$ cat src/sv/i2da_pkg.sv
// Package for the decimal ASCII converter: widths, character codes and sequencer states.
package i2da_pkg;

    localparam int VALUE_W       = 64;
    localparam int SIZE_W        = 6;
    localparam int CHAR_W        = 8;
    localparam int BCD_DIGITS    = 20;
    localparam int BCD_W         = 4 * BCD_DIGITS;
    localparam int DIGIT_IDX_W   = $clog2(BCD_DIGITS);
    localparam int STEP_BITS     = 4;
    localparam int CONV_CYCLES   = VALUE_W / STEP_BITS;
    localparam int CONV_CNT_W    = $clog2(CONV_CYCLES);
    localparam int MAX_DIGITS_DEF = 20;

    localparam logic [CHAR_W-1:0] CHAR_ZERO  = 8'h30;
    localparam logic [CHAR_W-1:0] CHAR_MINUS = 8'h2D;
    localparam logic [CHAR_W-1:0] CHAR_NONE  = 8'h00;

    typedef enum logic [1:0] {
        ST_IDLE,
        ST_CONV,
        ST_COUNT,
        ST_EMIT
    } t_state;

    typedef struct packed {
        logic load;
        logic step;
    } t_bcd_ctrl;

endpackage

$ cat src/sv/integer_to_decimal_ascii.sv
// Top level of the decimal ASCII converter: command sequencer and character output.
// A conversion is taken when start is high and busy is low. A buffer size of zero or one
// gives its single result in the cycle after start and leaves busy low. Otherwise the
// magnitude goes through the BCD unit, four bits a cycle over the 64-bit magnitude, the
// COUNT state finds the digit count, and then one character is strobed per cycle. Each
// character is on the outputs for exactly one cycle with o_strobe high and must be taken
// then.
module integer_to_decimal_ascii #(
    parameter int MAX_DIGITS = i2da_pkg::MAX_DIGITS_DEF
) (
    input  logic                          i_clk,
    input  logic                          i_rst_n,
    input  logic                          start,
    output logic                          busy,
    input  logic                          i_cmd,
    input  logic [i2da_pkg::VALUE_W-1:0]  i_value,
    input  logic [i2da_pkg::SIZE_W-1:0]   i_buffer_size,
    output logic                          o_strobe,
    output logic [i2da_pkg::CHAR_W-1:0]   o_char_code,
    output logic                          o_last,
    output logic                          o_error
);
    import i2da_pkg::*;

    localparam logic [SIZE_W-1:0] DIGIT_CAP = SIZE_W'(MAX_DIGITS);

    t_state             r_state;
    t_state             n_state;
    logic [CONV_CNT_W-1:0] r_cnt;
    logic [CONV_CNT_W-1:0] n_cnt;
    logic               r_neg;
    logic               n_neg;
    logic               r_sign;
    logic               n_sign;
    logic [SIZE_W-1:0]  r_room;
    logic [SIZE_W-1:0]  n_room;
    logic [SIZE_W-1:0]  r_pos;
    logic [SIZE_W-1:0]  n_pos;
    logic               r_strobe;
    logic               n_strobe;
    logic [CHAR_W-1:0]  r_char;
    logic [CHAR_W-1:0]  n_char;
    logic               r_last;
    logic               n_last;
    logic               r_error;
    logic               n_error;

    t_bcd_ctrl          w_ctrl;
    logic [BCD_W-1:0]   w_bcd;
    logic [VALUE_W-1:0] w_mag;
    logic [31:0]        w_low;
    logic [31:0]        w_mag32;
    logic               w_neg;
    logic               w_accept;
    logic [SIZE_W-1:0]  w_ndig;
    logic [3:0]         w_digit;

    assign busy     = (r_state != ST_IDLE);
    assign w_accept = start && !busy;

    assign w_low   = i_value[31:0];
    assign w_neg   = i_cmd && w_low[31];
    assign w_mag32 = w_neg ? (32'd0 - w_low) : w_low;
    assign w_mag   = i_cmd ? {32'd0, w_mag32} : i_value;

    assign w_digit = w_bcd[r_pos[DIGIT_IDX_W-1:0]*4 +: 4];

    always_comb begin
        w_ndig = SIZE_W'(1);
        for (int d = 0; d < BCD_DIGITS; d++) begin
            if (w_bcd[d*4 +: 4] != 4'd0) begin
                w_ndig = SIZE_W'(d + 1);
            end
        end
        if (w_ndig > DIGIT_CAP) begin
            w_ndig = DIGIT_CAP;
        end
        if (w_ndig > r_room) begin
            w_ndig = r_room;
        end
    end

    i2da_bcd_unit u_bcd (
        .i_clk  (i_clk),
        .i_ctrl (w_ctrl),
        .i_mag  (w_mag),
        .o_bcd  (w_bcd)
    );

    always_comb begin
        n_state = r_state;
        unique case (r_state)
            ST_IDLE: begin
                if (w_accept && (i_buffer_size > SIZE_W'(1))) begin
                    n_state = ST_CONV;
                end
            end
            ST_CONV: begin
                if (r_cnt == CONV_CNT_W'(CONV_CYCLES - 1)) begin
                    n_state = ST_COUNT;
                end
            end
            ST_COUNT: begin
                n_state = ST_EMIT;
            end
            ST_EMIT: begin
                if (!r_sign && (r_pos == '0)) begin
                    n_state = ST_IDLE;
                end
            end
            default: begin
                n_state = ST_IDLE;
            end
        endcase
    end

    always_comb begin
        w_ctrl   = '0;
        n_cnt    = r_cnt;
        n_neg    = r_neg;
        n_sign   = r_sign;
        n_room   = r_room;
        n_pos    = r_pos;
        n_strobe = 1'b0;
        n_char   = r_char;
        n_last   = r_last;
        n_error  = r_error;
        unique case (r_state)
            ST_IDLE: begin
                if (w_accept) begin
                    if (i_buffer_size == '0) begin
                        n_strobe = 1'b1;
                        n_char   = CHAR_NONE;
                        n_last   = 1'b1;
                        n_error  = 1'b1;
                    end else if (i_buffer_size == SIZE_W'(1)) begin
                        n_strobe = 1'b1;
                        n_char   = CHAR_NONE;
                        n_last   = 1'b1;
                        n_error  = 1'b0;
                    end else begin
                        w_ctrl.load = 1'b1;
                        n_cnt       = '0;
                        n_neg       = w_neg;
                        n_room      = i_buffer_size - SIZE_W'(1);
                    end
                end
            end
            ST_CONV: begin
                w_ctrl.step = 1'b1;
                n_cnt       = r_cnt + CONV_CNT_W'(1);
            end
            ST_COUNT: begin
                n_pos  = w_ndig - SIZE_W'(1);
                n_sign = r_neg && (w_ndig < r_room);
            end
            ST_EMIT: begin
                n_strobe = 1'b1;
                n_error  = 1'b0;
                if (r_sign) begin
                    n_char = CHAR_MINUS;
                    n_last = 1'b0;
                    n_sign = 1'b0;
                end else begin
                    n_char = CHAR_ZERO + {4'd0, w_digit};
                    n_last = (r_pos == '0);
                    n_pos  = r_pos - SIZE_W'(1);
                end
            end
            default: begin
            end
        endcase
    end

    always_ff @(posedge i_clk) begin
        if (!i_rst_n) begin
            r_state  <= ST_IDLE;
            r_strobe <= 1'b0;
        end else begin
            r_state  <= n_state;
            r_strobe <= n_strobe;
        end
    end

    always_ff @(posedge i_clk) begin
        r_cnt   <= n_cnt;
        r_neg   <= n_neg;
        r_sign  <= n_sign;
        r_room  <= n_room;
        r_pos   <= n_pos;
        r_char  <= n_char;
        r_last  <= n_last;
        r_error <= n_error;
    end

    assign o_strobe    = r_strobe;
    assign o_char_code = r_char;
    assign o_last      = r_last;
    assign o_error     = r_error;

    a_zero_size_error: assert property (@(posedge i_clk) disable iff (!i_rst_n)
        (w_accept && (i_buffer_size == '0)) |=> (o_strobe && o_error && o_last))
        else $error("zero buffer size did not give an error result");

    a_quiet_in_conv: assert property (@(posedge i_clk) disable iff (!i_rst_n)
        (r_state == ST_CONV) |-> !n_strobe)
        else $error("character strobed during conversion");

    a_emit_ends_idle: assert property (@(posedge i_clk) disable iff (!i_rst_n)
        ((r_state == ST_EMIT) && !r_sign && (r_pos == '0)) |=> (!busy && o_strobe && o_last))
        else $error("final character did not end the transaction");

    a_sign_first: assert property (@(posedge i_clk) disable iff (!i_rst_n)
        ((r_state == ST_EMIT) && r_sign) |=> (o_char_code == CHAR_MINUS && !o_last))
        else $error("minus sign not emitted first");

endmodule

$ cat src/sv/i2da_bcd_unit.sv
// Shift-and-add-3 unit: binary magnitude to BCD digits, four bits a cycle while step is high.
module i2da_bcd_unit (
    input  logic                          i_clk,
    input  i2da_pkg::t_bcd_ctrl           i_ctrl,
    input  logic [i2da_pkg::VALUE_W-1:0]  i_mag,
    output logic [i2da_pkg::BCD_W-1:0]    o_bcd
);
    import i2da_pkg::*;

    logic [BCD_W-1:0]   r_bcd;
    logic [BCD_W-1:0]   n_bcd;
    logic [VALUE_W-1:0] r_bin;
    logic [VALUE_W-1:0] n_bin;
    logic [BCD_W-1:0]   w_bcd;
    logic [VALUE_W-1:0] w_bin;

    always_comb begin
        w_bcd = r_bcd;
        w_bin = r_bin;
        for (int s = 0; s < STEP_BITS; s++) begin
            for (int d = 0; d < BCD_DIGITS; d++) begin
                if (w_bcd[d*4 +: 4] >= 4'd5) begin
                    w_bcd[d*4 +: 4] = w_bcd[d*4 +: 4] + 4'd3;
                end
            end
            {w_bcd, w_bin} = {w_bcd[BCD_W-2:0], w_bin, 1'b0};
        end
    end

    always_comb begin
        n_bcd = r_bcd;
        n_bin = r_bin;
        if (i_ctrl.load) begin
            n_bcd = '0;
            n_bin = i_mag;
        end else if (i_ctrl.step) begin
            n_bcd = w_bcd;
            n_bin = w_bin;
        end
    end

    always_ff @(posedge i_clk) begin
        r_bcd <= n_bcd;
        r_bin <= n_bin;
    end

    assign o_bcd = r_bcd;

endmodule

$ cat config.mk
export PLATFORM = sky130hd
export DESIGN_NAME = integer_to_decimal_ascii
export DESIGN_NICKNAME = d
export VERILOG_FILES = /design/src/sv/i2da_pkg.sv /design/src/sv/integer_to_decimal_ascii.sv /design/src/sv/i2da_bcd_unit.sv
export SDC_FILE = /design/constraint.sdc
export NUM_CORES = 1
export LEC_CHECK = 0
export ABC_AREA = 1
export BUFFER_PORTS_ARGS = -buffer_cell sky130_fd_sc_hd__buf_2
export CAP_MARGIN = 25
export CORE_MARGIN = 3
export CORE_UTILIZATION = 34
export CTS_CLUSTER_DIAMETER = 150
export DETAILED_ROUTE_END_ITERATION = 12
export HOLD_SLACK_MARGIN = 0.12
export PLACE_DENSITY = 0.5
export SYNTH_ARGS = -nofsm -noshare
export SYNTH_HDL_FRONTEND = slang
export SYNTH_SLANG_ARGS = --single-unit
$ cat constraint.sdc
create_clock -name i_clk -period 5.85 [get_ports i_clk]
set_input_delay 1.17 -clock i_clk [delete_from_list [all_inputs] [get_ports i_clk]]
set_output_delay 1.17 -clock i_clk [all_outputs]
set_load 0.01 [all_outputs]
## Word level (Yosys, flattened, before mapping)

Cells that the tools add are included.

- Output and inout port bits: 12
- Bits of input ports: 74
- Word-level logic and storage cells: 376
- Bits in registers: 175

- Order comparisons: 84
- Add/sub/neg operators: 86
- Bitwise logic cells: 2
- Shift-type cells: 1
- Reductions and logical operators: 39
- Eq/ne operators: 13
- Multiplexer cells: 139

Operator list:

| kind | count |
|---|---|
| greater-or-equal comparator 4 x 3 -> 1 bit (second input constant) | 80 |
| 2-to-1 mux 4 bit | 79 |
| adder 4 x 2 -> 4 bit (second input constant) | 76 |
| 2-to-1 mux 64 bit | 3 |
| 2-to-1 mux 6 bit | 21 |
| indexed part select 80 x 8 -> 4 bit | 1 |
| nonzero test 4 bit | 19 |
| 2-to-1 mux 32 bit | 1 |
| subtractor 1 x 32 -> 32 bit (first input constant) | 1 |
| 2-to-1 mux 8 bit | 3 |
| subtractor 6 x 1 -> 6 bit (second input constant) | 3 |
| case mux 8 bit (2 select lines) | 1 |
| 2-to-1 mux 1 bit | 15 |
| inequality test 2 bit (second input constant) | 7 |
| adder 3 x 2 -> 3 bit (second input constant) | 4 |
| zero test 6 bit | 2 |
| 2-to-1 mux 3 bit | 4 |
| case mux 6 bit (2 select lines) | 1 |
| nonzero test 2 bit | 5 |
| 2-to-1 mux 2 bit | 4 |
| case mux 1 bit (2 select lines) | 4 |
| case mux 2 bit (4 select lines) | 1 |
| case mux 4 bit (2 select lines) | 1 |
| AND reduction 4 bit | 2 |
| 18 further kinds | 26 |

## Longest topological paths before layout

- Depth after elaboration: 27
- Mapped depth: 39
- Mapped depth without buffers: 38

## Cells and area by module

Synthesis repeated with hierarchy kept, for this count alone.

- Cells, all modules: 2758
- Area total of the unflattened synthesis: 17105.2 µm²

Modules (own cells, without submodules):

| module | cells each | sequential area each (µm²) | area each (µm²) | times used |
|---|---|---|---|---|
| i2da_bcd_unit | 2128 | 3523.4 | 13238.9 | 1 |
| integer_to_decimal_ascii | 630 | 840.8 | 3866.2 | 1 |

## Least setup slack after synthesis

OpenSTA, ideal clock, no wires.

- Path kind: input -> register
- Start: input i_buffer_size[0] in the netlist's numbering
- End: register u_bcd.r_bin[0] (enable)
- Cell stages on the path: 8
- Path slack: 0.984 ns
- Data required time: 5.397 ns
- Setup time: 0.453 ns
- Buffers on the path: 1
- Data arrival time: 4.413 ns
- Cells stage by stage: inv_1 -> ha_1 -> o211ai_1 -> nand3_1 -> inv_1 -> nor2_1 -> inv_1 -> clkbuf_1

- Cells in the longest elaborated chain, start to end: 6
- Elaborated cells between the ends (all ways): 7
- Classes of those cells: 1 x eq/ne; 4 x mux; 2 x reduce/logical

RTL lines:

| what | line | source |
|---|---|---|
| from (decl) | integer_to_decimal_ascii.sv:17 | `input logic [i2da_pkg::SIZE_W-1:0] i_buffer_size,` |
| equality test 6 x 1 -> 1 bit | integer_to_decimal_ascii.sv:136 | `end else if (i_buffer_size == SIZE_W'(1)) begin` |
| 2-to-1 mux 1 bit | integer_to_decimal_ascii.sv:136 |  |
| 2-to-1 mux 1 bit * | integer_to_decimal_ascii.sv:131 | `if (i_buffer_size == '0) begin` |
| 2-to-1 mux 1 bit * | integer_to_decimal_ascii.sv:130 | `if (w_accept) begin` |
| 2-to-1 mux 1 bit * | integer_to_decimal_ascii.sv:128 | `unique case (r_state)` |
| nonzero test 2 bit (no line) * | -- |  |
| to (signal assigned) | i2da_bcd_unit.sv:44 | `r_bin <= n_bin;` |
| to (decl) | i2da_bcd_unit.sv:12 | `logic [VALUE_W-1:0] r_bin;` |

Mark *: on every way between the ends. The rest lies on a longest branch, timed or not.
A chain may end at the register's enable or synchronous reset.

## Worst setup path in the final report

- Start: register u_bcd.r_bcd[8], in the netlist u_bcd.o_bcd[8]
- End: register r_pos[4], data pin

- Cells in the longest elaborated chain, start to end: 25

RTL lines:

| what | line | source |
|---|---|---|
| from (decl) | i2da_bcd_unit.sv:10 | `logic [BCD_W-1:0] r_bcd;` |
| from (signal assigned) | i2da_bcd_unit.sv:43 | `r_bcd <= n_bcd;` |
| nonzero test 4 bit * | integer_to_decimal_ascii.sv:71 | `if (w_bcd[d*4 +: 4] != 4'd0) begin` |
| 2-to-1 mux 6 bit * (18 in series) | integer_to_decimal_ascii.sv:71 |  |
| > comparator 6 x 5 -> 1 bit | integer_to_decimal_ascii.sv:75 | `if (w_ndig > DIGIT_CAP) begin` |
| 2-to-1 mux 6 bit * | integer_to_decimal_ascii.sv:75 |  |
| > comparator 6 bit | integer_to_decimal_ascii.sv:78 | `if (w_ndig > r_room) begin` |
| 2-to-1 mux 6 bit * | integer_to_decimal_ascii.sv:78 |  |
| subtractor 6 x 1 -> 6 bit * | integer_to_decimal_ascii.sv:154 | `n_pos = w_ndig - SIZE_W'(1);` |
| case mux 6 bit (2 select lines) * | integer_to_decimal_ascii.sv:128 |  |
| named net n_pos[4] | integer_to_decimal_ascii.sv:38 | `logic [SIZE_W-1:0] n_pos;` |
| to (signal assigned) | integer_to_decimal_ascii.sv:190 | `r_pos <= n_pos;` |
| to (decl) | integer_to_decimal_ascii.sv:37 | `logic [SIZE_W-1:0] r_pos;` |

The timed path passes the listed nets; every way through them passes the cells marked *.

==> flow_metrics.env <==
export IMPL_drive_above_1_share_pct=11.3
export IMPL_crit_fanout=11
export IMPL_antenna_left=0
export IMPL_cts_sinks=173
export IMPL_final_hold_viol_count=0
export IMPL_rsz0062_at_grt="false"
export IMPL_synth_cell_types=51
export IMPL_rows=81
export IMPL_yosys_area_top_type="edfxtp_1"
export IMPL_min_from="u_bcd.r_bin[60]"
export IMPL_r2r_slack_ns=1.37
export IMPL_avgRoutedWirePerCell_um=13.5
export IMPL_fin_util_pct=38.1
export IMPL_synth_top_cells_by_count="nand2_1 (576), inv_1 (415), o21ai_0 (236), nor2_1 (193), ha_1 (179)"
export IMPL_route_vias_total=15600
export IMPL_grt_overflow_total=0
export IMPL_cts_made_buffers=17
export IMPL_chipHeight_um=229
export IMPL_synth_seq_area_share_pct=25.8
export IMPL_drcViolationCount=0
export IMPL_viasPerCell=4.79
export IMPL_synth_edff_count=90
export IMPL_grt_pass1_wl_mm=72.2
export IMPL_cts_tree="done"
export IMPL_clockBufferDepth=2
export IMPL_die_x_um=229
export IMPL_ctsHoldBuffers=0
export IMPL_crit_slowest_cell="o21ai_0"
export IMPL_finalNetCount=2828
export IMPL_synth_async_reset_ratio_pct=0
export IMPL_synth_area_leaders="edfxtp_1 (16%), ha_1 (13%), nand2_1 (13%)"
export IMPL_finalCritPeriodShare_pct=76.6
export IMPL_drt_iter0_markers=825
export IMPL_crit_path_frequent_cell="nand2_1"
export IMPL_post_synth_instance_area_um2=16900
export IMPL_globalplace_congestion=0.813
export IMPL_portBuffers=83
export IMPL_clockRootBuffer="clkbuf_16"
export IMPL_drv_slew=0
export IMPL_worstSetupPathType="flip-flop to flip-flop"
export IMPL_critPathCaptureType="flip-flop"
export IMPL_maxCapViolations=0
export IMPL_htree_levels=4
export IMPL_r2r_start="u_bcd.o_bcd[8]"
export IMPL_grt_pass1_vias=14900
export IMPL_status="complete, no violations"
export IMPL_relSlewSlack_pct=34.0
export IMPL_grt_max_degree=123
export IMPL_final_setup_skew_ns=0.0118
export IMPL_tns_ns=0
export IMPL_n_antenna_cell=0
export IMPL_hpwl_mm=34.0
export IMPL_layout_min_cycle_time_ns=4.48
export IMPL_fmax_mhz=223
export IMPL_start_util_pct=34.5
export IMPL_dieArea_um2=52500
export IMPL_synth_most_common_cell="nand2_1"
export IMPL_clkLatencyLatePin_ns=0.46
export IMPL_cts_reportedPaths_clkPinSlew_ns=0.07
export IMPL_multi_input_area_um2=10700
export IMPL_track_usage_pct=16.6
export IMPL_wirelength_mm=43.9
export IMPL_post_cts_setup_buffers=0
export IMPL_avgSynthCellArea_um2=6.73
export IMPL_dr_pass1_iters=5
export IMPL_synthCells=2515
export IMPL_hp_class="flip-flop to flip-flop"
export IMPL_ios=86
export IMPL_worstMarginPinSlew_ns=0.990
export IMPL_design_core_area_um2=49100
export IMPL_cp_arrival_ns=4.69
export IMPL_cp_startpoint="u_bcd.o_bcd[8]"
export IMPL_synth_top_area_share_pct=16.0
export IMPL_critPathMaxStageDelay_ns=0.69
export IMPL_syn_to_final_growth_pct=10.3
export IMPL_yosys_warnings=0
export IMPL_fillers=5278
export IMPL_cp_data_required_time_ns=6.05
export IMPL_synth_main_ff_cell="edfxtp_1"
export IMPL_ys_ff_latch=173
export IMPL_grt_antenna_before_repair=0
export IMPL_regArea_um2=4360
export IMPL_setup_viol=0
export IMPL_start_kind="flip-flop"
export IMPL_cts_resized=0
-- cell type report --
class / instances / area share [%]
clock buffer: 19 / 2.32
clock inverter: 13 / 0.764
tap: 664 / 4.45
multi-input combinational: 1847 / 57.4
timing repair buffer: 93 / 2.80
inverter: 443 / 8.92
sequential: 173 / 23.4
-- state kept, by name, summed over array words and instances, names as in the netlist --
name / count
r_cnt: 4
o_char_code: 6
r_state: 2
r_pos: 6
o_error: 1
r_neg: 1
r_sign: 1
u_bcd.o_bcd: 80
r_room: 6
o_last: 1
u_bcd.r_bin: 64
o_strobe: 1
-- final timing paths --
path,to,depth (start not counted)
worst max-delay path,r_pos[4],31
worst min-delay path,u_bcd.o_bcd[0],2
worst max register to register,r_pos[4],31
worst min register to register,u_bcd.o_bcd[0],2
-- cell usage in the layout, fill, tap and decap left out, types with 28 or more instances in the layout --
master	count
nor3_1	28
xor2_1	86
dfxtp_1	83
buf_2	83
o21ai_0	236
inv_2	28
ha_1	179
inv_1	414
a21oi_1	146
o21ai_1	52
nand3_1	87
o22ai_1	30
o21ai_2	79
nor2_1	192
nand2_1	576
edfxtp_1	90
-- per-stage QoR --
stage               std cells  area, µm²  hold WS [ns]  setup WS [ns]
floorplan                2516      16900         0.422          0.984
global placement         3219      18100         0.456           1.42
detailed placement       3219      18100         0.457           1.32
CTS                      3251      18600         0.463           1.44
global route             3252      18700         0.503          0.751
finish                   3252      18700         0.480           1.37
-- routing by layer --
layer	GRT usage, %	wire (µm)	share of wire (%)	vias up
met3	2.24	1310	3.0	32
met1	21.9	21500	49	7082
li1	-	-	-	8255
met5	0	0	0	-
met4	4.31	685	1.6	0
met2	28.5	20300	46	205
-- critical path, delay by kind of cell, from the launching register on --
kind | cells | cell delay [ns]
and+or+nand+nor | 24 | 1.89
AOI/OAI and AO/OA | 2 | 1.01
adders and majority gates | 3 | 0.70
DFF | 1 | 0.39
xor gates and xnor gates | 1 | 0.15
buffers and inverters | 1 | 0.07
-- kinds of logic (layout without fill, tap and decap cells) --
| group | after synthesis | in the layout | synth area share (%) |
|---|---|---|---|
| AO/OA/AOI/OAI | 594 | 594 | 20.7 |
| XOR/XNOR | 98 | 98 | 5.20 |
| adder cells (fa/ha/maj) | 179 | 179 | 13.2 |
| buffers and inverters | 496 | 568 | 11.1 |
| flip-flops | 173 | 173 | 25.8 |
| other | 1 | 2 | 0.0222 |
| AND/OR/NAND/NOR | 974 | 974 | 24.0 |
Power is left out: the tool's default activity adds up to more than one toggle a clock period on the data nets, which glitch-free logic cannot reach.
